[src/rtl/core/ahsd_pkg.sv]
// Package for the ASCII hex stream decoder: mode, opcode and status codes,
// character constants, the hex digit decoding function and the separator test. No dependencies.
`default_nettype none

package ahsd_pkg;

    typedef enum logic [1:0] {
        MODE_IDLE      = 2'd0,
        MODE_RECEIVING = 2'd1,
        MODE_DONE      = 2'd2,
        MODE_ERROR     = 2'd3
    } t_mode;

    typedef enum logic [1:0] {
        OP_CHAR   = 2'd0,
        OP_START  = 2'd1,
        OP_CLOSE  = 2'd2,
        OP_UNUSED = 2'd3
    } t_opcode;

    typedef enum logic [1:0] {
        STATUS_OK       = 2'd0,
        STATUS_REFUSED  = 2'd1,
        STATUS_BAD_CHAR = 2'd2
    } t_status;

    localparam logic [7:0] CHAR_0     = 8'h30;
    localparam logic [7:0] CHAR_9     = 8'h39;
    localparam logic [7:0] CHAR_UP_A  = 8'h41;
    localparam logic [7:0] CHAR_UP_F  = 8'h46;
    localparam logic [7:0] CHAR_LO_A  = 8'h61;
    localparam logic [7:0] CHAR_LO_F  = 8'h66;
    localparam logic [7:0] CHAR_CR    = 8'h0D;
    localparam logic [7:0] CHAR_LF    = 8'h0A;
    localparam logic [7:0] CHAR_SPACE = 8'h20;
    localparam logic [7:0] CHAR_TAB   = 8'h09;
    localparam logic [7:0] DIGIT_TEN  = 8'd10;

    typedef struct packed {
        logic       is_hex;
        logic [3:0] value;
    } t_digit;

    function automatic t_digit decode_digit(input logic [7:0] ch);
        t_digit d;
        logic [7:0] diff;
        d.is_hex = 1'b0;
        d.value  = 4'd0;
        diff     = 8'd0;
        if (ch >= CHAR_0 && ch <= CHAR_9) begin
            diff     = ch - CHAR_0;
            d.is_hex = 1'b1;
        end else if (ch >= CHAR_UP_A && ch <= CHAR_UP_F) begin
            diff     = ch - CHAR_UP_A + DIGIT_TEN;
            d.is_hex = 1'b1;
        end else if (ch >= CHAR_LO_A && ch <= CHAR_LO_F) begin
            diff     = ch - CHAR_LO_A + DIGIT_TEN;
            d.is_hex = 1'b1;
        end
        d.value = diff[3:0];
        return d;
    endfunction

    function automatic logic is_separator(input logic [7:0] ch);
        return (ch == CHAR_CR) || (ch == CHAR_LF) || (ch == CHAR_SPACE) || (ch == CHAR_TAB);
    endfunction

endpackage

`default_nettype wire

[src/rtl/core/ascii_hex_stream_decoder.sv]
// An accepted word is held in the input register, then decoded into the output register.
// Throughput: one word per cycle; the input register advances whenever the output
// register is empty or being taken, so the slave side stalls only with the master side.
// Reset (synchronous, active low) empties both registers, returns to idle with a
// cleared digit pair and byte count, and sets the expected size to zero.
// Depends on ahsd_pkg.
`default_nettype none

module ascii_hex_stream_decoder (
    input  wire logic        i_clk,
    input  wire logic        i_rst_n,
    input  wire logic        i_cfg_wr_en,
    input  wire logic [31:0] i_cfg_wr_data,
    input  wire logic        s_axis_tvalid,
    output logic             s_axis_tready,
    input  wire logic [7:0]  s_axis_tdata,  // char_code
    input  wire logic [1:0]  s_axis_tuser,  // opcode
    output logic             m_axis_tvalid,
    input  wire logic        m_axis_tready,
    output logic [39:0]      m_axis_tdata,  // byte_value [7:0], bytes_written [39:8]
    output logic [5:0]       m_axis_tuser   // byte_valid, status [2:1], run_mode [4:3], complete
);
    import ahsd_pkg::*;

    logic        r_in_valid;
    t_opcode     r_in_op;
    logic [7:0]  r_in_char;

    logic [31:0] r_expected;
    t_mode       r_mode;
    logic        r_have_high;
    logic [3:0]  r_high;
    logic [31:0] r_count;

    logic        r_out_valid;
    logic [39:0] r_out_data;
    logic [5:0]  r_out_user;

    t_mode       n_mode;
    logic        n_have_high;
    logic [3:0]  n_high;
    logic [31:0] n_count;
    logic        n_byte_valid;
    logic [7:0]  n_byte_value;
    t_status     n_status;

    logic        advance;
    t_digit      digit;
    logic [31:0] count_inc;

    assign advance       = r_in_valid && (!r_out_valid || m_axis_tready);
    assign s_axis_tready = !r_in_valid || advance;
    assign m_axis_tvalid = r_out_valid;
    assign m_axis_tdata  = r_out_data;
    assign m_axis_tuser  = r_out_user;

    assign digit     = decode_digit(r_in_char);
    assign count_inc = r_count + 32'd1;

    always_comb begin
        n_mode       = r_mode;
        n_have_high  = r_have_high;
        n_high       = r_high;
        n_count      = r_count;
        n_byte_valid = 1'b0;
        n_byte_value = 8'd0;
        n_status     = STATUS_OK;
        unique case (r_in_op)
            OP_START: begin
                n_mode      = MODE_RECEIVING;
                n_have_high = 1'b0;
                n_high      = 4'd0;
                n_count     = 32'd0;
            end
            OP_CLOSE: begin
                if (r_mode != MODE_ERROR) begin
                    n_mode = MODE_IDLE;
                end
            end
            OP_CHAR: begin
                priority if (r_mode != MODE_RECEIVING) begin
                    n_status = STATUS_REFUSED;
                end else if (is_separator(r_in_char)) begin
                    n_status = STATUS_OK;
                end else if (!digit.is_hex) begin
                    n_mode   = MODE_ERROR;
                    n_status = STATUS_BAD_CHAR;
                end else if (!r_have_high) begin
                    n_high      = digit.value;
                    n_have_high = 1'b1;
                end else begin
                    n_byte_valid = 1'b1;
                    n_byte_value = {r_high, digit.value};
                    n_count      = count_inc;
                    n_have_high  = 1'b0;
                    if (count_inc >= r_expected) begin
                        n_mode = MODE_DONE;
                    end
                end
            end
            default: begin
                n_status = STATUS_OK;
            end
        endcase
    end

    always_ff @(posedge i_clk) begin
        if (!i_rst_n) begin
            r_in_valid  <= 1'b0;
            r_out_valid <= 1'b0;
            r_expected  <= 32'd0;
            r_mode      <= MODE_IDLE;
            r_have_high <= 1'b0;
            r_high      <= 4'd0;
            r_count     <= 32'd0;
        end else begin
            if (i_cfg_wr_en) begin
                r_expected <= i_cfg_wr_data;
            end
            if (s_axis_tready) begin
                r_in_valid <= s_axis_tvalid;
            end
            if (advance) begin
                r_mode      <= n_mode;
                r_have_high <= n_have_high;
                r_high      <= n_high;
                r_count     <= n_count;
                r_out_valid <= 1'b1;
            end else if (m_axis_tready) begin
                r_out_valid <= 1'b0;
            end
        end
    end

    always_ff @(posedge i_clk) begin
        if (s_axis_tready && s_axis_tvalid) begin
            r_in_op   <= t_opcode'(s_axis_tuser);
            r_in_char <= s_axis_tdata;
        end
        if (advance) begin
            r_out_data <= {n_count, n_byte_value};
            r_out_user <= {n_mode == MODE_DONE, n_mode, n_status, n_byte_valid};
        end
    end

`ifndef ASSERT_OFF
    a_start_clears: assert property (@(posedge i_clk) disable iff (!i_rst_n)
        advance && r_in_op == OP_START |=> r_count == 32'd0 && !r_have_high
            && r_mode == MODE_RECEIVING)
        else $error("Start did not clear the pair and count.");

    a_byte_counts: assert property (@(posedge i_clk) disable iff (!i_rst_n)
        advance && n_byte_valid |=> r_count == $past(r_count) + 32'd1)
        else $error("Decoded byte did not advance the count by one.");

    a_refused_keeps_state: assert property (@(posedge i_clk) disable iff (!i_rst_n)
        advance && r_in_op == OP_CHAR && r_mode != MODE_RECEIVING
        |=> $stable(r_mode) && $stable(r_count) && $stable(r_have_high))
        else $error("Refused character changed the state.");

    a_byte_status_ok: assert property (@(posedge i_clk) disable iff (!i_rst_n)
        r_out_valid && r_out_user[0] |-> r_out_user[2:1] == STATUS_OK
            && (r_out_user[4:3] == MODE_RECEIVING || r_out_user[4:3] == MODE_DONE))
        else $error("Decoded byte carries a wrong status or mode.");
`endif

endmodule

`default_nettype wire

[config.mk]
export PLATFORM = sky130hd
export DESIGN_NAME = ascii_hex_stream_decoder
export DESIGN_NICKNAME = d
export VERILOG_FILES = /design/src/rtl/core/ahsd_pkg.sv /design/src/rtl/core/ascii_hex_stream_decoder.sv
export SDC_FILE = /design/constraint.sdc
export NUM_CORES = 1
export LEC_CHECK = 0
export BUFFER_PORTS_ARGS = -buffer_cell sky130_fd_sc_hd__buf_4
export CAP_MARGIN = 20
export CORE_ASPECT_RATIO = 2
export CORE_MARGIN = 2
export CORE_UTILIZATION = 39
export CTS_CLUSTER_SIZE = 10
export DETAILED_ROUTE_END_ITERATION = 10
export PLACE_DENSITY = 0.6
export SLEW_MARGIN = 20
export SYNTH_ARGS = -nofsm -noshare
export SYNTH_HDL_FRONTEND = slang
export SYNTH_SLANG_ARGS = --single-unit
[constraint.sdc]
create_clock -name i_clk -period 7.9 [get_ports i_clk]
set_clock_uncertainty 0.15 [all_clocks]
set_input_delay 1.58 -clock i_clk [delete_from_list [all_inputs] [get_ports i_clk]]
set_output_delay 1.58 -clock i_clk [all_outputs]
set_load 0.02 [all_outputs]
==> results of run 1 <==
[final cells by class]
type	count	share of cell area, %
multi-input cells	533	41.8
clock inverters	9	0.722
flip-flops and latches	129	37.0
well taps	213	3.14
repair buffers	98	8.66
inverters	50	2.21
clock buffers	23	6.51
[flip-flops by register name (all words and copies together) (netlist names)]
register,cells
m_axis_tdata,40
m_axis_tuser,6
m_axis_tvalid,1
r_count,32
r_expected,32
r_have_high,1
r_high,4
r_in_char,8
r_in_op,2
r_in_valid,1
r_mode,2
[cells by family after synthesis]
| logic type | Yosys count | synth area share (%) |
|---|---|---|
| AOI/OAI and AO/OA | 172 | 15.3 |
| xor gates and xnor gates | 30 | 3.71 |
| adders and majority gates | 38 | 6.71 |
| buffers and inverters | 97 | 5.56 |
| DFF | 129 | 44.4 |
| muxes | 36 | 5.09 |
| and+or+nand+nor | 257 | 19.3 |
[cells in the final DEF, fill, tap and decap left out, types with 26 or more instances in the layout]
cell	Yosys	routed
a21oi_1	60	60
dfxtp_1	73	73
o21ai_0	43	42
edfxtp_1	56	56
nor2_1	57	57
ha_1	38	38
nand2_1	57	57
inv_1	48	48
or3_1	26	26
mux2i_1	36	36
buf_4	0	98
[layer usage]
| metal | routed length [um] | vias to the layer above | GRT usage, % |
|---|---|---|---|
| met5 | 0 | - | 0 |
| met4 | 1050 | 0 | 12.6 |
| met3 | 567 | 49 | 3.49 |
| met2 | 11800 | 162 | 41.9 |
| met1 | 6590 | 2825 | 19.7 |
| li1 | - | 2929 | - |
[stage by stage]
step | hold slack (ns) | util, % | cells
after CTS | 0.309 | 47.8 | 1055
after floorplan | 0.284 | - | 759
after global placement | 0.291 | 44.3 | 1023
after global routing | 0.333 | 47.8 | 1055
final | 0.308 | 47.8 | 1055
after detailed placement | 0.301 | 44.3 | 1023
[power by group]
part	total [mW]	switching, mW	leakage, nW	internal (mW)
clock network	0.795	0.302	0.307	0.494
logic	0.138	0.0829	1.83	0.0552
registers	0.736	0.0155	1.11	0.721
total	1.67	0.400	3.24	1.27
[synthesized netlist by cell type (5+ instances only)]
master / number
nand4_1: 17
clkbuf_1: 34
or3_1: 26
nor2_1: 57
nor4_1: 9
or4_1: 24
and2_1: 10
a21oi_1: 60
o32ai_1: 7
nand2_1: 57
inv_1: 48
buf_2: 5
o31ai_1: 22
nor3_1: 9
o21ai_0: 43
dfxtp_1: 73
mux2i_1: 36
and3_1: 6
xor2_1: 6
ha_1: 38
edfxtp_1: 56
nor2b_1: 5
o2bb2ai_1: 5
nand3_1: 18
xnor2_1: 24
[worst paths after layout]
kind / start / end / slack (ns) / cells past startpoint
hold / removal: r_high[0] / r_high[0] / 0.31 / 2
setup reg to reg: r_count[2] / m_axis_tuser[5] / 3.36 / 13
hold reg to reg: r_high[0] / r_high[0] / 0.31 / 2
setup / recovery: r_count[2] / m_axis_tuser[5] / 3.36 / 13
[worst register-to-register path: stages, from the launching register on]
cell	delay, ns
dfxtp_1	0.49
nand4_1	0.28
nor4_1	0.78
nand2_1	0.36
nor2_1	0.23
xnor2_1	0.19
inv_1	0.08
ha_1	0.30
a21oi_1	0.14
o21ai_0	0.14
a2111oi_0	0.48
a31oi_1	0.20
o2111ai_1	0.34
a211oi_1	0.12
==> metrics.md, run 1 <==
| Metric | Value |
|---|---|
| Top delay family on crit path | simple AND/OR/NAND/NOR gates |
| Routability cong. | 0.918 |
| CP endpoint kind | flip-flop |
| Worst hold path class | reg2reg |
| PostCTS Resize Cnt | 0 |
| Layout cells sized above 1 | 16.9% |
| Die width | 99.3 um |
| TritonRoute pass-1 iters | 5 |
| Residual DRC | 0 |
| Worst skew pair latency | 0.43 ns |
| Max Fclk | 0.220 GHz |
| Share of Yosys cell area claimed by the top area cell type | 23.7% |
| Min cycle time layout | 4.54 ns |
| Hold Buf Count CTS | 0 |
| TNS Setup | 0 ns |
| TritonCTS Buffers | 17 |
| Hold Fails Final Rpt | 0 |
| Final setup margin | 3.36 ns |
| WL/cell | 18.9 um |
| Initial DRC Count | 416 |
| Synth warnings | 0 |
| Final setup violation count | 0 |
| GRT Total Usage | 21.4% |
| Initial antenna violation count | 0 |
| Sequential fraction of the synthesis area | 44.4% |
| CORE AREA | 17800 sq um |
| Crit-path cells | nand4_1 -> nor4_1 -> nand2_1 -> nor2_1 -> xnor2_1 -> inv_1 -> ha_1 -> a21oi_1 -> o21ai_0 -> a2111oi_0 -> a31oi_1 -> o2111ai_1 -> a211oi_1 |
| Max incr delay on CP | 0.78 ns |
| Syn_area_per_cell | 9.33 sq um |
| Post-Place Worst Slack | 3.48 ns |
| CTS tree | built |
| Worst path bufs/invs | 1 |
| Setup crit start kind | flip-flop |
| Post-Syn Instances | 759 |
| Yosys top cell by area | edfxtp_1 |
| Peak supply drop | 0.146 mV |
| Ys flop type | dfxtp_1 |
| Vias per cell | 5.65 |
| Synth area leaders | edfxtp_1 (24%), dfxtp_1 (21%), ha_1 (6.7%) |
| Setup Crit Path Kind | reg2reg |
| Die area | 19300 sq um |
| Slowest CP cell | nor4_1 |
| Gr ovfl total | 0 |
| Worst-path fanout max | 10 |
| Initial Util | 39.8% |
| Hpwl dp | 14900 um |
| Reg clk slew, reported paths | 0.06 ns |
| Final Max Slew Viols | 0 |
| Vias | 5965 |
| Post-DP Area | 7880 sq um |
| Number of I/O port buffers | 94 |
| Post-CTS Repair Setup Buffers | 0 |
| Fill cells | 1743 |
| Pwr Total | 1.67 mW |
| Async SR Flop Fraction | 0% |
| Syn_nets | 844 |
| CTS max path bufs | 2 |
| Multi-input gate area | 3550 sq um |
| Number of global-route vias before repair | 5826 |
| WP data required | 7.91 ns |
| Slew at the pin with the worst max-slew slack | 1.06 ns |
| Post-synth EDFFs | 56 |
| Die Ht | 195 um |
| Clock Tree Root | clkbuf_16 |
| Clk sinks | 129 |
| Finished Cell Area | 8500 sq um |
| H-tree levels | 4 |
| Synth Register Bits | 129 |
| Pleak | 3.24 nW |
| Tcrit/Tclk final | 57.5% |
| Worst slew margin | 29.7% |
| ANT cells | 0 |
| FP Rows | 69 |
| Max capacitance violation total | 0 |
| Sequential cell area | 3140 sq um |
| Layout Nets | 914 |
| Final wirelength | 20000 um |
| Status | finished clean |
| First-pass GRT wire length | 31100 um |
| ANT nets after route | 0 |
| Netlist Area Pre-Place | 7080 sq um |
| Unrepaired setup endpoints after global routing | false |
| Largest net degree at the start of global routing | 85 |
| Area Growth Syn to Fin | 20.0% |
| Critical Path AT | 4.55 ns |
| Power Density | 197 nW/um^2 |
| IO Pins | 95 |
| Cell variety after synth | 64 |
No activity file was read; power rests on OpenSTA's default activity.
==> run 2: changes to the inputs <==
- PLACE_DENSITY: 0.6 -> 0.62
- clock period: 7.9 -> 3.8 ns (I/O delays scaled with it)
==> run 2 against run 1 <==
  * First-iteration DRC count is 13% lower
  * Routed wire length grew 7.6%
  * Via count rose by 6.1%
  * Critical path type unchanged
==> metrics.md, run 2 (synthesis gave the netlist of run 1 again) <==
| Metric | Value |
|---|---|
| Clock Tree Root | clkbuf_16 (unchanged) |
| Vias per cell | 5.57 (was 5.65) |
| CORE AREA | 17800 sq um (unchanged) |
| Die Ht | 195 um (unchanged) |
| IO Pins | 95 (unchanged) |
| Final setup violation count | 0 (unchanged) |
| Max capacitance violation total | 0 (unchanged) |
| Worst-path fanout max | 4 (was 10) |
| Worst hold path class | reg2reg (unchanged) |
| Final wirelength | 21500 um (was 20000 um) |
| Hold Buf Count CTS | 0 (unchanged) |
| CTS tree | built (unchanged) |
| TritonCTS Buffers | 17 (unchanged) |
| Critical Path AT | 3.96 ns (was 4.55 ns) |
| WL/cell | 18.9 um (about the same) |
| Clk sinks | 129 (unchanged) |
| WP data required | 4.00 ns (was 7.91 ns) |
| Sw frac | 23.2% (was 24.0%) |
| CTS max path bufs | 2 (unchanged) |
| Most frequent cells in the layout | buf_4 (174), dfxtp_1 (71), nor2_1 (57), nand2_1 (57), a21oi_1 (57) (was buf_4 (98), dfxtp_1 (73), a21oi_1 (60), nor2_1 (57), nand2_1 (57)) |
| Setup crit start kind | flip-flop (unchanged) |
| GRT Total Usage | 22.7% (was 21.4%) |
| TNS Setup | 0 ns (unchanged) |
| Clock share of power | 47.4% (was 47.6%) |
| Number of global-route vias before repair | 6415 (was 5826) |
| Initial DRC Count | 361 (was 416) |
| Status | finished clean (unchanged) |
| Setup Crit Path Kind | reg2reg (unchanged) |
| Final Max Slew Viols | 0 (unchanged) |
| Layout Nets | 995 (was 914) |
| Area Growth Syn to Fin | 31.1% (was 20.0%) |
| ANT cells | 0 (unchanged) |
| Die width | 99.3 um (unchanged) |
| Reg clk slew, reported paths | 0.06 ns (about the same) |
| Initial antenna violation count | 0 (unchanged) |
| Number of I/O port buffers | 94 (unchanged) |
| H-tree levels | 4 (unchanged) |
| Max reg flops | 40 (unchanged) |
| Residual DRC | 0 (unchanged) |
| Crit. Startpoint | r_count[1] (was r_count[2]) |
| Sequential cell area | 3150 sq um (was 3140 sq um) |
| Hold Crit Depth | 2 (unchanged) |
| Worst skew pair latency | 0.42 ns (was 0.43 ns) |
| Most common cell after layout, fill and taps aside | buf_4 (unchanged) |
| Initial Util | 39.8% (unchanged) |
| Worst r2r path cells | 16 (was 13) |
| FP Rows | 69 (unchanged) |
| Slowest CP cell | or4_4 (was nor4_1) |
| Logic pwr share | 8.7% (was 8.3%) |
| Worst slew margin | 44.4% (was 29.7%) |
| Multi-input gate area | 3690 sq um (was 3550 sq um) |
| Slew at the pin with the worst max-slew slack | 0.834 ns (was 1.06 ns) |
| Unrepaired setup endpoints after global routing | true (was false) |
| Gr ovfl total | 0 (unchanged) |
| CP endpoint | r_mode[1] (was m_axis_tuser[5]) |
| Max incr delay on CP | 0.47 ns (was 0.78 ns) |
| Largest net degree at the start of global routing | 85 (unchanged) |
| TritonRoute pass-1 iters | 5 (unchanged) |
| ANT nets after route | 0 (unchanged) |
| Sw power | 807 uW (was 400 uW) |
| Hold Fails Final Rpt | 0 (unchanged) |
| Pwr Total | 3.48 mW (was 1.67 mW) |
| Fill cells | 1649 (was 1743) |
| Worst r2r dst | r_mode[1] (was m_axis_tuser[5]) |
| Pleak | 3.69 nW (was 3.24 nW) |
| Die area | 19300 sq um (unchanged) |
| Crit-path cells | buf_6 -> nand4_1 -> buf_4 -> nor4_4 -> nand4_1 -> or4_4 -> xnor2_2 -> ha_1 -> nand4_1 -> nor4_1 -> buf_4 -> o21ai_2 -> a31oi_4 -> o211ai_1 -> buf_4 -> nor3b_2 (was nand4_1 -> nor4_1 -> nand2_1 -> nor2_1 -> xnor2_1 -> inv_1 -> ha_1 -> a21oi_1 -> o21ai_0 -> a2111oi_0 -> a31oi_1 -> o2111ai_1 -> a211oi_1) |
| Min cycle time layout | 3.76 ns (was 4.54 ns) |
| Hpwl dp | 16100 um (was 14900 um) |
| First-pass GRT wire length | 33300 um (was 31100 um) |
| Internal power | 2.68 mW (was 1.27 mW) |
| CP endpoint kind | flip-flop (unchanged) |
| Tcrit/Tclk final | 99.0% (was 57.5%) |
| R2r startpoint | r_count[1] (was r_count[2]) |
| Sequential Power Share | 43.9% (was 44.1%) |
| Power Density | 375 nW/um^2 (was 197 nW/um^2) |
| R2R setup slack | 0.04 ns (was 3.36 ns) |
| Routability cong. | 0.971 (was 0.918) |
| HP Start | r_high[0] (unchanged) |
| Vias | 6328 (was 5965) |
| Peak supply drop | 0.257 mV (was 0.146 mV) |
| Layout cells sized above 1 | 26.1% (was 16.9%) |
| Max Fclk | 0.266 GHz (was 0.220 GHz) |
-- run 2: changes by cell type in the layout (fill, tap and decap cells not counted), sizes merged --
cell / change
buf: +81
bufinv: +2
clkinvlp: +1
inv: -3
-- run 2: worst min path at each step --
stage / end / slack (ns)
global placement: r_high[2] / 0.29
detailed placement: r_high[0] / 0.31
global route: r_high[1] / 0.34
finish: r_high[0] / 0.31
CTS: r_high[0] / 0.31
floorplan: r_high[3] / 0.28
-- run 2: power groups by stage --
stage	registers (mW)	logic, mW	clock network, mW
finish	1.53	0.303	1.65
global route	1.53	0.329	1.74
CTS	1.53	0.302	1.68
detailed placement	1.56	0.299	0
global placement	1.56	0.296	0
floorplan	1.58	0.138	0
-- run 2: worst max-delay path, delay by kind of cell (launching register included) --
| family | cells | cell delay (ns) |
|---|---|---|
| AND/OR/NAND/NOR | 7 | 1.66 |
| flip-flops | 1 | 0.35 |
| AO/OA/AOI/OAI | 3 | 0.44 |
| buffers and inverters | 4 | 0.64 |
| adder cells (fa/ha/maj) | 1 | 0.30 |
| XOR/XNOR | 1 | 0.15 |
-- run 2: per-layer routing --
layer  vias up  share of wire [%]  routed length [um]  GRT usage, %
li1       3085                  -                   -             -
met1      3013                 33                7030          20.5
met2       146                 55               11900          42.3
met3        84                2.5                 547          3.81
met4         0                9.2                1990          18.7
met5         -                  0                   0             0
-- run 2: layout make-up --
cell class,count,share of cell area (%)
clock inverter,9,1.10
sequential,129,33.9
clock buffer,23,5.38
multi-input combinational,533,39.8
inverter,50,2.02
timing repair buffer,179,15.0
tap,213,2.87
-- run 2: stage by stage --
stage	hold slack, ns	utilization, %	cell area (sq um)	cells	worst slack (ns)
2_1_floorplan	0.284	-	7080	759	0.0353
3_3_place_gp	0.294	47.4	8430	1092	-0.0249
3_5_place_dp	0.305	47.4	8430	1092	-0.149
4_1_cts	0.313	51.6	9190	1131	0.00589
5_1_grt	0.341	52.2	9290	1136	-0.158
6_report	0.308	52.2	9290	1136	0.0367
-- run 2: what timing repair did --
action	CTS	global route
buffers inserted	8	5
endpoints found under the setup margin	5	5
pin swaps	18	17
resized for setup	22	11
